`config.mk`:
```
export PLATFORM = sky130hd
export DESIGN_NAME = cfa_ram
export DESIGN_NICKNAME = d
export VERILOG_FILES = /design/src/rtl/core/cfa_ram.sv
export SDC_FILE = /design/constraint.sdc
export NUM_CORES = 1
export LEC_CHECK = 0
export ABC_AREA = 1
export BUFFER_PORTS_ARGS = -buffer_cell sky130_fd_sc_hd__buf_2
export CAP_MARGIN = 0
export CORE_ASPECT_RATIO = 0.9
export CORE_MARGIN = 3
export CORE_UTILIZATION = 55
export DETAILED_ROUTE_END_ITERATION = 8
export PLACE_DENSITY_LB_ADDON = 0.2
export SLEW_MARGIN = 20
export SYNTH_ARGS = -nofsm -noshare
export SYNTH_HDL_FRONTEND = slang
export SYNTH_SLANG_ARGS = --single-unit
```
`constraint.sdc`:
```
create_clock -name clk -period 1.9 [get_ports clk]
set_clock_uncertainty 0.15 [all_clocks]
set_input_delay 0.19 -clock clk [delete_from_list [all_inputs] [get_ports clk]]
set_output_delay 0.19 -clock clk [all_outputs]
set_load 0.02 [all_outputs]
```
`src/rtl/core/cfa_ram.sv`:
```
// Generic single-port-write, single-port-read RAM with registered read data.
module cfa_ram #(
	parameter int WIDTH = 16,
	parameter int DEPTH = 16
) (
	input  logic                     clk,
	input  logic                     we,
	input  logic [$clog2(DEPTH)-1:0] waddr,
	input  logic [WIDTH-1:0]         wdata,
	input  logic                     re,
	input  logic [$clog2(DEPTH)-1:0] raddr,
	output logic [WIDTH-1:0]         rdata
);

	logic [WIDTH-1:0] mem_q [DEPTH];

	always_ff @(posedge clk) begin
		if (we) mem_q[waddr] <= wdata;
		if (re) rdata <= mem_q[raddr];
	end

endmodule

```
==> results.md, run 1 <==
- DRC viols: 0
- Sequential share of power: 54.1%
- Post-DRT Antenna Nets: 0
- Final GP Congestion: 0.8140
- Period utilization: 81.40%
- Sink Count: 272
- Clock-pin slew on the worst setup and hold paths: 0.06 ns
- Starting DRC count in detailed routing: 763
- Cts bufs inserted: 28
- Logic gate share of total power: 6.8%
- Min Clock Period, post-route: 1.547 ns
- Gr ovfl total: 0
- Slew Limit Headroom: 42.77%
- Maxcap violations: 0
- Clk pwr share: 39.1%
- Switching share of total power: 21.99%
- Crit. End Element: primary output
- Number of distinct library cells after synthesis: 12
- Largest net degree at the start of global routing: 65
- Crit Path Max Fanout: 1
- Initial antenna violation count: 1
- # Post-CTS Setup Buffers: 0
- Layout Nets: 1185
- Die width: 158.7 um
- Syn nets: 1101
- Total global-route track usage: 23.69%
- Synthesized flop and latch total: 272
- Worst skew pair latency: 0.53 ns
- Final Hold Vio Count: 0
- H-tree Lvls: 1
- IO Port Bufs: 42
- Share of cells above drive strength 1: 12.29%
- Static Leak: 5.708 nW
- Initial Util: 56.87%
- Int Pwr: 9.804 mW
- Worst setup margin: 0.3535 ns
- Synth Instances: 1074
- CP Data Required Time: 1.56 ns
- # fillers: 1566
- Core area: 20290 um^2
- Sequential fraction of the synthesis area: 70.77%
- Setup CP Type: register to primary output
- TritonCTS clock tree: built
- Cell Rows: 49
- PD cells: 945.4 nW/um^2
- Worst-path cell chain: buf_2
- Pre-antenna DRT Iters: 6
- CP top delay family: flip-flops
- Synthesis-to-finish area growth: 15.19%
- Status: complete, no violations
- F_max: 646.6 MHz
- Buffer and inverter count on the worst path: 1
- WL/cell: 18.03 um
- Die area: 22760 um^2
- Synth Area per Inst: 10.75 um^2
- Worst slew pin tran: 0.8575 ns
- Max clock buf depth: 3
- Via-per-instance ratio: 5.166
- Die Y: 143.4 um
- Vias in the first global route: 7013
- WL final: 26320 um
- Top Ports: 43
- First-pass GRT wire length: 40460 um
- Place WS: 0.2770 ns
- VDD IR max: 0.6990 mV
- HP Class: input port to register
- Critical-path top delay cell: edfxtp_1
- Synth Warn #: 0
- Startpoint types: register
- Largest stage delay on the critical path: 0.47 ns
- Root Buffer: clkbuf_16
- Via count: 7543
- RSZ-0062 raised after global routing: false
- Mapped Area: 11540 um^2
- Fin. max-slew vios: 0
- Post-Route Setup TNS: 0 ns
- Finish-stage setup viols: 0
- Antenna diodes: 0
- Arrival @ worst endpoint: 1.21 ns
- HPWL Detailed: 15460 um
- Switch Pwr: 2.763 mW
-- worst paths after layout --
| kind | from | end | slack, ns | depth (start not counted) |
|---|---|---|---|---|
| max | rdata[8]$_DFFE_PP_ | rdata[8] | 0.35 | 1 |
| min | re | rdata[2]$_DFFE_PP_ | 0.05 | 1 |
| max reg2reg | mem_q[9][4]$_DFFE_PP_ | rdata[4]$_DFFE_PP_ | 0.64 | 6 |
| min reg2reg | mem_q[10][7]$_DFFE_PP_ | rdata[7]$_DFFE_PP_ | 0.59 | 6 |
-- placed cells by master (no fill, tap or decap), drive strengths merged --
master / synthesis / layout
buf: 41 / 89
clkbuf: 10 / 35
clkinv: 0 / 16
clkinvlp: 0 / 2
dlygate4sd3: 0 / 16
edfxtp: 272 / 272
inv: 198 / 197
nand2: 341 / 341
nand3: 193 / 193
nand3b: 2 / 2
nor2: 17 / 17
-- stage by stage --
step | hold slack (ns) | utilization [%] | instance area [um^2] | power [mW] | std cells
after floorplan | 0.1389 | - | 11540 | 7.407 | 1074
after global placement | 0.4290 | 60.64 | 12310 | 7.739 | 1392
after detailed placement | 0.4329 | 60.64 | 12310 | 7.754 | 1392
after CTS | 0.04374 | 65.51 | 13290 | 12.64 | 1460
after global routing | 0.04794 | 65.51 | 13290 | 12.96 | 1460
final | 0.05249 | 65.51 | 13290 | 12.57 | 1460
-- cell usage after synthesis --
master / instances / area share (%)
buf_1: 1 / 0.032
nor2_1: 17 / 0.55
buf_6: 3 / 0.29
nand3b_1: 2 / 0.13
nand2_1: 341 / 11
clkbuf_1: 10 / 0.33
buf_2: 19 / 0.82
inv_1: 196 / 6.4
buf_4: 18 / 1.2
edfxtp_1: 272 / 71
inv_2: 2 / 0.065
nand3_1: 193 / 8.4
-- metal layers --
metal | part of all wire (%) | global-route usage, % | routed length, um
met1 | 44 | 35.81 | 11570
met5 | 0 | 0 | 0
met4 | 2.6 | 6.066 | 675
met3 | 7.2 | 2.650 | 1895
met2 | 46 | 37.30 | 12180
-- layout make-up --
| type | instances | area, um^2 | share of cell area [%] |
|---|---|---|---|
| Clock inverter | 17 | 80.08 | 0.6024 |
| Tap cell | 280 | 350.3 | 2.635 |
| Sequential cell | 272 | 8168 | 61.44 |
| Multi-Input combinational cell | 553 | 2365 | 17.79 |
| Timing Repair Buffer | 105 | 838.3 | 6.306 |
| Clock buffer | 35 | 748.2 | 5.628 |
| Inverter | 198 | 744.5 | 5.600 |
-- flip-flops by register name (all words and copies together), names as in the netlist --
name and cells:
rdata 16, mem_q 256
-- power groups by stage --
stage / Clock [mW] / Combinational (mW) / Sequential, mW
floorplan: 0 / 0.453 / 6.95
global placement: 0 / 0.814 / 6.93
detailed placement: 0 / 0.826 / 6.93
CTS: 4.98 / 0.857 / 6.80
global route: 5.20 / 0.949 / 6.81
finish: 4.91 / 0.852 / 6.80
-- repair_timing --
item,4_1_cts,5_1_grt
resized for setup,0,0
hold endpoints to repair,256,0
hold buffers,16,0
-- kinds of logic (layout without fill, tap and decap cells) --
kind of cell,Yosys count,after routing,synth area share [%]
simple gates,553,553,20.14
buf+inv,249,355,9.085
flops,272,272,70.77
Power figures use the tool's default switching activity.
==> run 2: changes to the inputs <==
==> constraint.sdc (replaced) <==
create_clock -name clk -period 1.3 [get_ports clk]
set_clock_uncertainty 0.15 [all_clocks]
set_input_delay 0.13 -clock clk [delete_from_list [all_inputs] [get_ports clk]]
set_output_delay 0.13 -clock clk [all_outputs]
set_load 0.02 [all_outputs]
==> run 2 against run 1 <==
Against the previous run:
- the flow now finishes with violations (negative setup slack)
- die area stayed put
- largest cell class unchanged
- combinational power is 69% higher
- critical path depth unchanged
- final cell count is 0.68% higher
- largest power group unchanged
- flip-flop and latch count stayed put
- critical endpoint unchanged
- highest routed layer unchanged
- routed wire length grew 3.5%
==> results.md, run 2 (synthesized netlist as in run 1, its figures left out) <==
- Die area: 22760 um^2 (unchanged)
- Critical-path top delay cell: edfxtp_1
- Max clock buf depth: 3 (unchanged)
- CP endpoint: rdata[8]
- Cells after DPL: 1408 (+1.1%)
- IO Port Bufs: 42 (unchanged)
- H-tree Lvls: 1 (unchanged)
- Starting DRC count in detailed routing: 780 (+2.2%)
- Pre-antenna DRT Iters: 5 (-1)
- Startpoint types: register
- Final core occ: 68.09% (+2.6 points)
- Final Hold Vio Count: 0 (unchanged)
- # fillers: 1495 (-4.5%)
- RSZ-0062 raised after global routing: true
- RR Endpoint: rdata[6]$_DFFE_PP_
- Final GP Congestion: 0.7753 (-4.8%)
- Most common cell after layout, fill and taps aside: nand2_1
- Non-filler cells, final: 1470 (+0.68%)
- Largest registers: mem_q (256), rdata (16)
- Buffer and inverter count on the worst path: 1 (unchanged)
- F_max: 674.5 MHz
- DRC viols: 0 (unchanged)
- Arrival @ worst endpoint: 1.20 ns (about the same)
- # Post-CTS Setup Buffers: 0 (unchanged)
- Crit Path Max Fanout: 1 (unchanged)
- HPWL Detailed: 15400 um (-0.37%)
- Maxcap violations: 0 (unchanged)
- WL final: 27230 um (+3.5%)
- Antenna diodes: 0 (unchanged)
- Largest stage delay on the critical path: 0.50 ns (+0.03 ns)
- Reg with most FFs: mem_q
- WL/cell: 18.52 um (+2.8%)
- Worst slew pin tran: 0.3536 ns (-0.5038 ns)
- FF-to-FF path depth: 6 (unchanged)
- Cell Rows: 49 (unchanged)
- Status: finished with violations
- First-pass GRT wire length: 41990 um (+3.8%)
- Min-delay src: raddr[2]
- Total global-route track usage: 24.68% (+1.0 points)
- Via count: 7744 (+2.7%)
- Static Leak: 5.885 nW (+3.1%)
- CP top delay family: flip-flops
- Worst skew pair latency: 0.52 ns (about the same)
- Register area: 8168 um^2 (unchanged)
- Place WS: -0.1970 ns (-0.4741 ns)
- Share of cells above drive strength 1: 13.45% (+1.2 points)
- Crit. End Element: primary output
- Flip-flop count of the largest register after layout: 256 (unchanged)
- Area of the multi-input gates: 2397 um^2 (+1.4%)
- TritonCTS clock tree: built
- Initial Util: 56.87% (unchanged)
- Core area: 20290 um^2 (unchanged)
- Die Y: 143.4 um (unchanged)
- Internal reg-to-reg setup slack: 0.06 ns (-0.58 ns)
- Sink Count: 272 (unchanged)
- Top Ports: 43 (unchanged)
- Fin. max-slew vios: 0 (unchanged)
- Slew Limit Headroom: 76.42% (+34 points)
- Overall power: 18.32 mW (+46%)
- Synthesis-to-finish area growth: 19.73%
- Worst reg2reg startpoint: mem_q[12][6]$_DFFE_PP_
- CP Data Required Time: 1.02 ns (-0.54 ns)
- Post-DRT Antenna Nets: 0 (unchanged)
- HP Class: input port to register
- Min Clock Period, post-route: 1.483 ns
- Clock-pin slew on the worst setup and hold paths: 0.06 ns (about the same)
- PD cells: 1326 nW/um^2 (+40%)
- Most frequent cells in the layout: nand2_1, edfxtp_1, inv_1
- Finish-stage setup viols: 16 (+16)
- Worst setup margin: -0.1826 ns (-0.5361 ns)
- Cts bufs inserted: 27 (-3.6%)
- CP Launch Point: rdata[8]$_DFFE_PP_
- Failing checks: negative setup slack
- Vias in the first global route: 7374 (+5.1%)
- Root Buffer: clkbuf_16
- Die width: 158.7 um (unchanged)
- Initial antenna violation count: 0 (-1)
- Worst-path cell chain: buf_6
- CP Depth: 1 (unchanged)
- Gr ovfl total: 0 (unchanged)
- Layout Nets: 1202 (+1.4%)
- Largest net degree at the start of global routing: 61 (-6.2%)
- Via-per-instance ratio: 5.268 (+2.0%)
- Setup CP Type: register to primary output
- Period utilization: 114.0%
- VDD IR max: 0.7512 mV (+7.5%)
[run 2: changes by cell type in the layout (fill, tap and decap cells not counted), sizes merged]
cell	before	now
buf	89	105
clkbuf	35	29
clkinv	16	14
dlygate4sd3	16	18
bufinv	0	1
clkinvlp	2	1
[run 2: repair_timing]
item,CTS,global route
gates resized for setup,16,15
setup endpoints to repair,16,18
pin swaps,0,2
hold buffers,18,0
hold endpoints to repair,275,0
[run 2: per-stage QoR]
step | cell area (um^2) | hold WS, ns | setup TNS, ns
2_1_floorplan | 11590 | 0.07887 | -17.94
3_3_place_gp | 12760 | 0.3647 | -20.52
3_5_place_dp | 12760 | 0.3666 | -20.79
4_1_cts | 13760 | 0.06392 | -1.186
5_1_grt | 13820 | 0.09376 | -1.410
6_report | 13820 | 0.08530 | -0.9951
[run 2: area by class of cell]
cell class              instances  share of cell area (%)
flip-flops and latches        272                   59.11
multi-input cells             553                   17.35
repair buffers                123                   10.02
inverters                     198                   5.388
clock buffers                  29                   4.944
well taps                     280                   2.535
clock inverters                15                  0.6519
[run 2: power breakdown]
group | switching (mW) | internal [mW] | total, mW | leakage, nW
sequential | 0.0669 | 9.88 | 9.95 | 2.47
combinational | 0.890 | 0.549 | 1.44 | 3.04
clock | 3.01 | 3.93 | 6.94 | 0.377
total | 3.97 | 14.4 | 18.3 | 5.88
[run 2: worst min path at each step]
stage / to / depth (start not counted)
floorplan: mem_q[0][0]$_DFFE_PP_ / 0
global placement: mem_q[11][12]$_DFFE_PP_ / 1
detailed placement: mem_q[12][8]$_DFFE_PP_ / 1
CTS: rdata[4]$_DFFE_PP_ / 5
global route: rdata[3]$_DFFE_PP_ / 5
finish: rdata[13]$_DFFE_PP_ / 5
[run 2: metal layers]
layer  up-vias  wire (um)  GRT usage (%)
met5         -          0              0
met4         0        790          7.967
met3        64       2315          3.975
met2       327      12500          37.50
met1      3669      11620          36.97
li1       3684          -              -
